**src/design/lbp_code_histogram_unit_defines.svh**
```systemverilog
// assertion macros shared by the lbp code histogram unit
`ifndef LBP_CODE_HISTOGRAM_UNIT_DEFINES_SVH
`define LBP_CODE_HISTOGRAM_UNIT_DEFINES_SVH
`ifndef SYNTHESIS
`define LBPH_ASSERT_IMPLIES(label, clk, rst, ante, cons) \
  label: assert property (@(posedge clk) disable iff (rst) (ante) |-> (cons)) \
    else $error("lbph: assertion failed");
`define LBPH_ASSERT_NEXT(label, clk, rst, ante, cons) \
  label: assert property (@(posedge clk) disable iff (rst) (ante) |=> (cons)) \
    else $error("lbph: assertion failed");
`else
`define LBPH_ASSERT_IMPLIES(label, clk, rst, ante, cons)
`define LBPH_ASSERT_NEXT(label, clk, rst, ante, cons)
`endif
`endif

```
**src/design/lbph_pkg.sv**
```systemverilog
// types, constants and helpers of the lbp code histogram unit
package lbph_pkg;
  localparam int MaxWidth     = 1024;
  localparam int MaxHeight    = 1024;
  localparam int CountBits    = 20;
  localparam int NumBins      = 256;
  localparam int ColBits      = $clog2(MaxWidth);
  localparam int RowBits      = $clog2(MaxHeight);
  localparam int SizeBits     = 11;
  localparam int CfgIndexBits = 2;
  localparam int QueueDepth   = 4;

  typedef logic [1:0]           cmd_t;
  typedef logic [7:0]           pixel_t;
  typedef logic [7:0]           bin_t;
  typedef logic [CountBits-1:0] count_t;
  typedef logic [SizeBits-1:0]  size_t;
  typedef logic [ColBits-1:0]   col_t;
  typedef logic [RowBits-1:0]   row_t;
  typedef logic [ColBits:0]     width_t;
  typedef logic [RowBits:0]     height_t;
  typedef logic [CfgIndexBits-1:0] cfg_index_t;

  localparam cmd_t CmdPush  = 2'd0;
  localparam cmd_t CmdRead  = 2'd1;
  localparam cmd_t CmdClear = 2'd2;
  localparam cmd_t CmdNop   = 2'd3;

  localparam cfg_index_t CfgWidth  = 2'd0;
  localparam cfg_index_t CfgHeight = 2'd1;

  localparam size_t ResetWidth  = 11'd242;
  localparam size_t ResetHeight = 11'd393;

  localparam count_t CountMax = {CountBits{1'b1}};

  typedef enum logic [1:0] {
    OP_PUSH,
    OP_READ,
    OP_CLEAR,
    OP_NOP
  } op_kind_t;

  // one classified item from the front part to the histogram part
  typedef struct packed {
    op_kind_t kind;
    logic     code_valid;
    logic [7:0] value;
  } op_t;

  function automatic width_t clamp_width(size_t v);
    width_t r;
    if (32'(v) < 3) r = width_t'(3);
    else if (32'(v) > MaxWidth) r = width_t'(MaxWidth);
    else r = width_t'(v);
    return r;
  endfunction

  function automatic height_t clamp_height(size_t v);
    height_t r;
    if (32'(v) < 3) r = height_t'(3);
    else if (32'(v) > MaxHeight) r = height_t'(MaxHeight);
    else r = height_t'(v);
    return r;
  endfunction
endpackage

```
**src/design/lbph_fifo.sv**
```systemverilog
// short queue between the front part and the histogram part
`include "lbp_code_histogram_unit_defines.svh"
module lbph_fifo (
  input  logic          clk,
  input  logic          rst,
  input  lbph_pkg::op_t in_op,
  input  logic          in_valid,
  output logic          in_ready,
  output lbph_pkg::op_t out_op,
  output logic          out_valid,
  input  logic          out_ready
);
  import lbph_pkg::*;

  localparam int PtrBits = $clog2(QueueDepth);

  op_t                entry [QueueDepth];
  logic [PtrBits-1:0] wr_ptr;
  logic [PtrBits-1:0] rd_ptr;
  logic [PtrBits:0]   count;
  logic               push;
  logic               pop;

  assign in_ready  = count != (PtrBits+1)'(QueueDepth);
  assign out_valid = count != '0;
  assign push      = in_valid && in_ready;
  assign pop       = out_valid && out_ready;
  assign out_op    = entry[rd_ptr];

  always_ff @(posedge clk) begin
    if (rst) begin
      wr_ptr <= '0;
      rd_ptr <= '0;
      count  <= '0;
    end else begin
      if (push) wr_ptr <= wr_ptr + PtrBits'(1);
      if (pop) rd_ptr <= rd_ptr + PtrBits'(1);
      if (push && !pop) count <= count + (PtrBits+1)'(1);
      else if (pop && !push) count <= count - (PtrBits+1)'(1);
    end
  end

  always_ff @(posedge clk) begin
    if (push) entry[wr_ptr] <= in_op;
  end

  `LBPH_ASSERT_IMPLIES(a_count_bound, clk, rst, out_valid, count <= (PtrBits+1)'(QueueDepth))
endmodule

```
**config.mk**
```make
export PLATFORM = sky130hd
export DESIGN_NAME = lbph_fifo
export DESIGN_NICKNAME = d
export VERILOG_FILES = /design/src/design/lbph_pkg.sv /design/src/design/lbph_fifo.sv
export VERILOG_INCLUDE_DIRS = /design/src /design/src/design
export SDC_FILE = /design/constraint.sdc
export NUM_CORES = 1
export LEC_CHECK = 0
export ABC_AREA = 1
export BUFFER_PORTS_ARGS = -buffer_cell sky130_fd_sc_hd__buf_2
export CAP_MARGIN = 5
export CORE_UTILIZATION = 60
export CTS_BUF_LIST = sky130_fd_sc_hd__clkbuf_16
export CTS_CLUSTER_DIAMETER = 200
export DETAILED_ROUTE_END_ITERATION = 16
export GPL_TIMING_DRIVEN = 1
export PLACE_DENSITY_LB_ADDON = 0.3
export SYNTH_ARGS = -nofsm -noshare
export SYNTH_HDL_FRONTEND = slang
export SYNTH_SLANG_ARGS = --single-unit
```
**constraint.sdc**
```tcl
create_clock -name clk -period 2.77 [get_ports clk]
set_clock_uncertainty 0.1 [all_clocks]
set_input_delay 0.1385 -clock clk [delete_from_list [all_inputs] [get_ports clk]]
set_output_delay 0.1385 -clock clk [all_outputs]
set_load 0.05 [all_outputs]
```
======== After elaboration in Yosys (flattened, before gate mapping) ========
Memory sizes are Yosys's and may differ from the RTL's. A register that Yosys moved wholly into a read port is not among the register bits.
Cells that the tools add are included.
storage, ports and cells
  register bits after elaboration ......... 7
  latch bits .............................. 0
  memory bits (writable) .................. 44
  bits in read-only memories .............. 0
  output and inout port bits .............. 13
  logic and storage cells ................. 23
  memories ................................ 1
memories
  name   depth  bits a word  rd ports  clocked after Yosys merged registers in  wr ports  line             source
  entry  4      11           1         1                                        1         lbph_fifo.sv:17  op_t entry [QueueDepth];
cells by class
  add/subtract/negate cells ............... 4
  $mul .................................... 0
  divide/modulo/power cells ............... 0
  $lt $le $gt $ge ......................... 0
  equality and inequality tests ........... 1
  shift operators ......................... 0
  muxes and demuxes ....................... 6
  bitwise gates (word level) .............. 0
  reduce and logical (&&, ||, !) cells .... 8
operator list
  operator               count
  $mux W3                2
  $add A2 B1 Y2 const B  2
  $logic_and A1 B1 Y1    4
  $mux W2                2
  $add A3 B1 Y3 const B  1
  $ne A3 B3 Y1 const B   1
  $reduce_bool A3 Y1     1
  $sub A3 B1 Y3 const B  1
  $logic_not A1 Y1       2
  $mux W1                2
  $reduce_bool A2 Y1     1

======== Depth between registers and ports, before layout ========
Gate-level depths: netlist of run 1.
  word-level depth ........................ 6
  gate-level depth with buffers ........... 13

======== Worst setup path after synthesis of run 1 ========
Ideal clock, no wire load.
  kind .................................... reg2reg
  start ................................... reg count[1]
  end ..................................... reg count[1]
  arrival ................................. 1.661 ns
  path slack .............................. 0.894 ns
  stages on the path, launching flop included .. 10
  path buffers ............................ 0
  cells stage by stage .................... dfxtp_1 > nor2_4 > nand2_4 > nand2_4 > inv_2 > ha_1 > inv_1 > fa_1 > o21ai_0 > nor2_1
between the ends
  cells in the longest elaborated chain, start to end .. 5
  elaborated cells on any way between the ends .. 13
  classes of those cells .................. add/sub: 2; eq/ne: 1; mux: 2; reduce/logical: 8
ends and longest elaborated chain
  item                                 line             source
  start, declared                      lbph_fifo.sv:20  logic [PtrBits:0] count;
  start signal, assigned               lbph_fifo.sv:38  if (push && !pop) count <= count + (PtrBits+1)'(1);
  start signal, assigned               lbph_fifo.sv:39  else if (pop && !push) count <= count - (PtrBits+1)'(1);
  $ne A3 B3 Y1 (*)                     lbph_fifo.sv:24  assign in_ready = count != (PtrBits+1)'(QueueDepth);
  via in_ready                         lbph_fifo.sv:8   output logic in_ready,
  $logic_and A1 B1 Y1 (*)              lbph_fifo.sv:26  assign push = in_valid && in_ready;
  via push                             lbph_fifo.sv:21  logic push;
  $logic_not A1 Y1                     lbph_fifo.sv:39
  $logic_and A1 B1 Y1                  lbph_fifo.sv:39
  $reduce_bool A2 Y1 (no source line)  --
Mark *: on every way through the listed nets, which the timed path passes. The rest lies on a longest branch. The select of a mux whose other input is x is not followed.
A chain may end at the register's enable or synchronous reset.

==> flow_summary.json, run 1 <==
{
  "finalHoldViolCount": 0,
  "crit_required_ns": 2.53,
  "synth_compound_area_frac": 0.09271,
  "via_count": 1455,
  "grt-busiest-layer": "met2",
  "status": "finished clean",
  "grt_max_degree": 23,
  "synth-seq-cells": 53,
  "initial_utilization": 0.6331,
  "htree_levels": 2,
  "hpwl_mm": 2.497,
  "preCtsSetupSlack_ns": 0.8259,
  "drcViolationCount": 0,
  "synth_warnings": 0,
  "synth_top_area_frac": 0.6157,
  "cts_num_sinks": 53,
  "synthesis.area_mm2": 0.002146,
  "combPwrFrac": 0.360,
  "path_clk_slew_ns": 0.06,
  "synth_fp_nets": 196,
  "die_h_um": 61.80,
  "grt_pass1_vias": 1444,
  "min_period_over_period": 0.7296,
  "gp_congestion": 0.7321,
  "fin_nets": 241,
  "finalWirelength_mm": 3.959,
  "drv_slew": 0,
  "grt_pass1_wl_mm": 6.044,
  "dieArea_mm2": 0.003819,
  "fin_tns_setup_ns": 0,
  "antenna_found_initial": 0,
  "grt.met2_usage": 0.4255,
  "clockBufferDepth": 2,
  "cp_cell_sequence": "inv_2, o21ai_0, o22ai_1, buf_2",
  "cap_violations": 0,
  "final_cell_mix": "44 x edfxtp_1, 35 x nor2_1, 27 x buf_2",
  "final_core_util": 0.7697,
  "min_path_type": "input pin to flip-flop",
  "core_area_mm2": 0.003390,
  "worst_slew_pin_slew_ns": 0.4917,
  "crit_slowest_cell": "dfxtp_1",
  "p_seq_frac": 0.410,
  "startpoint_type": "flip-flop",
  "rows": 21,
  "whs_ns": 0.07595,
  "grt-ovfl-total": 0,
  "cts_buffers": 5,
  "p_int_w": 0.001561,
  "cp_data_arrival_time_ns": 1.78,
  "synthXorXnorAreaFrac": 0.004082,
  "layout_setup_ws_ns": 0.7489,
  "track_usage": 0.2338,
  "leakage_nw": 1.013,
  "io_pins": 28,
  "fmax_mhz": 494.8,
  "synth.avg_cell_area_um2": 12.26,
  "synth_top_cell_by_area": "edfxtp_1",
  "synthCells": 175,
  "vias_per_cell": 5.449,
  "drt_iter0_drc": 70,
  "cts_setup_buffers": 0,
  "synth_top_family_by_area": "simple AND/OR/NAND/NOR gates",
  "post_cts_resized": 0,
  "clockPowerShare": 0.230,
  "antenna_cells": 0,
  "final_common_cell": "edfxtp_1",
  "relSlewSlack": 0.6718,
  "use_met1": 0.2313,
  "first_pass_iters": 4,
  "rsz0062_at_grt": "no",
  "setup_viol": 0,
  "clockRootBuffer": "clkbuf_16",
  "ys_seq_area_frac": 0.6997,
  "yosys.cell_types.count": 20,
  "synthAdderAreaFrac": 0.03848,
  "end_kind": "output pin",
  "slowest_delay_ns": 0.63,
  "finalPower_w": 0.002588,
  "io_buffers": 27,
  "path_class": "flip-flop to output pin",
  "wl_per_cell_um": 14.83,
  "drive_above_1_share": 0.2217,
  "clock_latency_ns": 0.29,
  "n_fill_cell": 232,
  "area_growth_pct": 21.57,
  "synthTopCellsByArea": "edfxtp_1 62%, dfxtp_1 8.4%, nor2_1 6.1%, o22ai_1 3.2%, o21ai_1 3.0%",
  "sw_frac_of_total": 0.3970,
  "fp.dieW_um": 61.80,
  "yosys.area_share.simple": 0.1207,
  "grtUsageMet3": 0.05383,
  "p_sw_w": 0.001027,
  "cp_top_family": "flip-flops",
  "power.density_mw_per_mm2": 992.1,
  "final_antenna_net_count": 0,
  "path_max_fanout": 22,
  "synth.area.mux_share": 0,
  "ir_drop_mv": 0.5964,
  "cts_tree": "yes",
  "cp_num_buf_inv": 2,
  "fin_crit_ns": 2.021
}
[repair_timing]
| item | 4_1_cts | 5_1_grt |
|---|---|---|
| hold buffers | 12 | 0 |
| hold endpoints to repair | 49 | 0 |
| endpoints found under the setup margin | 0 | 0 |
[routing by layer]
| metal | wire (µm) | vias to the layer above |
|---|---|---|
| li1 | - | 701 |
| met1 | 1507 | 704 |
| met2 | 2183 | 41 |
| met3 | 167 | 9 |
| met4 | 101 | 0 |
| met5 | 0 | - |
[logic make-up (layout without fill, tap and decap cells)]
| logic type | Yosys count | after routing |
|---|---|---|
| AOI/OAI and AO/OA | 37 | 37 |
| xor gates and xnor gates | 1 | 1 |
| adders and majority gates | 6 | 6 |
| buffers and inverters | 22 | 68 |
| DFF | 53 | 53 |
| and+or+nand+nor | 56 | 56 |
[worst paths after layout]
path | slack, ns | endpoint | startpoint | cells after the start
max | 0.75 | out_op[6] | flip-flop | 4
min | 0.08 | rd_ptr[1] | out_ready | 3
max reg2reg | 0.76 | count[2] | count[1] | 13
min reg2reg | 0.41 | rd_ptr[0] | rd_ptr[0] | 2
[registers in the layout (all words and copies together) (netlist names), named ones only]
register,count
count,3
entry,44
rd_ptr,2
wr_ptr,2
[power groups by stage]
stage               combinational (W)  clock (W)  sequential [W]
global route                  0.00101   0.000630         0.00107
global placement             0.000874          0         0.00107
finish                       0.000932   0.000596         0.00106
detailed placement           0.000909          0         0.00108
floorplan                    0.000730          0         0.00104
CTS                          0.000928   0.000607         0.00106
[synthesized netlist by cell type (all sizes together)]
master / number
nand3b: 1
o22ai: 11
buf: 6
edfxtp: 44
dfxtp: 9
xor2: 1
fa: 1
nand3: 4
o21ai: 23
nor2: 36
ha: 5
nand2: 15
inv: 16
a21oi: 3
[worst reg2reg max path, cell delays in order, from the launching register on]
cell     delay [ns]
dfxtp_1        0.45
nor2_4         0.09
nand2_4        0.09
nand2_4        0.07
inv_2          0.07
ha_1           0.17
inv_1          0.08
fa_1           0.39
inv_1          0.08
nand2_1        0.05
nand3_1        0.09
nand2_1        0.06
nand2_1        0.07
nor2_1         0.04
[layout make-up]
| type | instances | area, µm² | area share |
|---|---|---|---|
| multi-input combinational | 100 | 549.3 | 0.2106 |
| sequential | 53 | 1501 | 0.5755 |
| inverter | 16 | 60.06 | 0.02302 |
| clock inverter | 3 | 22.52 | 0.008633 |
| clock buffer | 5 | 125.1 | 0.04796 |
| tap | 46 | 57.56 | 0.02206 |
| timing repair buffer | 44 | 292.8 | 0.1122 |
[stage by stage]
| step | std cells | cell area, µm² |
|---|---|---|
| 2_1_floorplan | 175 | 2146 |
| 3_3_place_gp | 247 | 2341 |
| 3_5_place_dp | 247 | 2341 |
| 4_1_cts | 267 | 2609 |
| 5_1_grt | 267 | 2609 |
| 6_report | 267 | 2609 |
No activity file was read; power rests on OpenSTA's default activity.
==> run 2: changes to the inputs <==
--- a/config.mk
+++ b/config.mk
@@ -9,7 +9,7 @@
 export ABC_AREA = 1
 export BUFFER_PORTS_ARGS = -buffer_cell sky130_fd_sc_hd__buf_2
 export CAP_MARGIN = 5
-export CORE_UTILIZATION = 60
+export CORE_UTILIZATION = 56
 export CTS_BUF_LIST = sky130_fd_sc_hd__clkbuf_16
 export CTS_CLUSTER_DIAMETER = 200
 export DETAILED_ROUTE_END_ITERATION = 16
==> constraint.sdc (replaced) <==
create_clock -name clk -period 1.9 [get_ports clk]
set_clock_uncertainty 0.1 [all_clocks]
set_input_delay 0.095 -clock clk [delete_from_list [all_inputs] [get_ports clk]]
set_output_delay 0.095 -clock clk [all_outputs]
set_load 0.05 [all_outputs]
==> run 2 against run 1 <==
Effect of this change: non-clock buffer count rose by 1; total power rose by 47%; critical path depth did not move; worst setup slack got worse by 0.67 ns; routed wire length rose by 4.3%; design area rose by 0.91%; core utilization fell by 5.1 points; via count rose by 1.8%; sequential power rose by 44%; clock power rose by 42%.
==> flow_summary.json, run 2 (synthesis results as in run 1) <==
{
  "path_max_fanout": 12,
  "path_clk_slew_ns": 0.06,
  "layout_setup_ws_ns": 0.07984,
  "grt_pass1_wl_mm": 6.582,
  "ir_drop_mv": 0.8317,
  "worst_slew_pin_slew_ns": 0.3871,
  "final_area_mm2": 0.002633,
  "die_h_um": 63.90,
  "antenna_found_initial": 0,
  "min_period_over_period": 0.9580,
  "fmax_mhz": 549.4,
  "cts_num_sinks": 53,
  "cap_violations": 0,
  "final_cell_mix": "44 x edfxtp_1, 35 x nor2_1, 27 x buf_2",
  "rows": 22,
  "relSlewSlack": 0.7416,
  "final_common_cell": "edfxtp_1",
  "drv_slew": 0,
  "finalWirelength_mm": 4.130,
  "fp.dieW_um": 63.90,
  "hpwl_mm": 2.595,
  "initial_utilization": 0.5861,
  "area_growth_pct": 22.68,
  "final_core_util": 0.7191,
  "min_path_type": "input pin to flip-flop",
  "clock_latency_ns": 0.29,
  "largest_reg_flops": 44,
  "cp_data_arrival_time_ns": 1.63,
  "wl_per_cell_um": 15.30,
  "final_antenna_net_count": 0,
  "power.density_mw_per_mm2": 1445,
  "crit_required_ns": 1.70,
  "finalPower_w": 0.003805,
  "gp_congestion": 0.7204,
  "p_int_w": 0.002305,
  "drt_iter0_drc": 152,
  "top_regs": "entry: 44 flops, count: 3 flops",
  "grt_max_degree": 23,
  "finalHoldViolCount": 0,
  "antenna_cells": 0,
  "preCtsSetupSlack_ns": -0.01157,
  "min_from": "in_valid",
  "cts_buffers": 5,
  "path_class": "flip-flop to output pin",
  "clockBufferDepth": 2,
  "core_area_mm2": 0.003661,
  "via_count": 1481,
  "fin_crit_ns": 1.820,
  "status": "finished clean",
  "rsz0062_at_grt": "yes",
  "combPwrFrac": 0.376,
  "reg2reg_from": "count[1]",
  "sw_frac_of_total": 0.3942,
  "dpl_cell_area_mm2": 0.002351,
  "cts_tree": "yes",
  "io_buffers": 27,
  "startpoint_type": "flip-flop",
  "clockRootBuffer": "clkbuf_16",
  "drcViolationCount": 0,
  "p_seq_frac": 0.402,
  "p_sw_w": 0.001500,
  "n_fill_cell": 246,
  "drive_above_1_share": 0.2523,
  "htree_levels": 2,
  "vias_per_cell": 5.485,
  "track_usage": 0.2218,
  "top_register": "entry",
  "io_pins": 28,
  "grt-ovfl-total": 0,
  "clockPowerShare": 0.222,
  "fin_nets": 242,
  "leakage_nw": 1.020,
  "dieArea_mm2": 0.004083,
  "end_kind": "output pin",
  "setup_viol": 0,
  "first_pass_iters": 4,
  "grt_pass1_vias": 1492
}
-- run 2: path summary, 6_finish.rpt --
path	depth (start not counted)	to	slack [ns]
worst max-delay path	4	out_op[1]	0.08
worst min-delay path	4	wr_ptr[1]	0.05
worst max register to register	9	count[1]	0.10
worst min register to register	2	rd_ptr[0]	0.40
-- run 2: cell type report --
type	instances	area (µm²)	area share
Clock inverter	3	13.76	0.005228
Clock buffer	5	125.1	0.04753
Timing Repair Buffer	45	300.3	0.1141
Inverter	16	60.06	0.02281
Sequential cell	53	1505	0.5718
Tap cell	48	60.06	0.02281
Multi-Input combinational cell	100	568.0	0.2158
-- run 2: worst max-delay path: stages, from the launching register on --
cell	delay, ns
dfxtp_2	0.39
inv_1	0.31
o21ai_1	0.16
o22ai_1	0.18
buf_2	0.30
-- run 2: power groups by stage --
stage                     clock, W  sequential [W]  combinational [W]
after CTS                 0.000841         0.00153            0.00138
after detailed placement         0         0.00155            0.00136
after floorplan                  0         0.00152            0.00106
final                     0.000846         0.00153            0.00143
after global placement           0         0.00154            0.00131
after global routing      0.000886         0.00155            0.00154
-- run 2: routing by layer --
metal,up-vias,track usage,part of all wire
met3,7,0.04643,0.047
met2,48,0.3949,0.54
met5,-,0,0
met1,723,0.2478,0.39
met4,0,0.1165,0.019
li1,703,-,-
-- run 2: repair_timing --
item                       4_1_cts  5_1_grt
hold endpoints to repair        49        0
resized for setup                2        7
pin swaps                        1        2
buffers inserted                 0        0
hold buffers                    12        0
setup endpoints to repair        1       13
-- run 2: stage by stage --
step,hold slack [ns],setup TNS [ns],std cells
floorplan,0.06407,0,175
global placement,0.2035,0,250
detailed placement,0.2098,-0.01157,250
CTS,0.04786,0,270
global route,0.06380,0,270
finish,0.04827,0,270
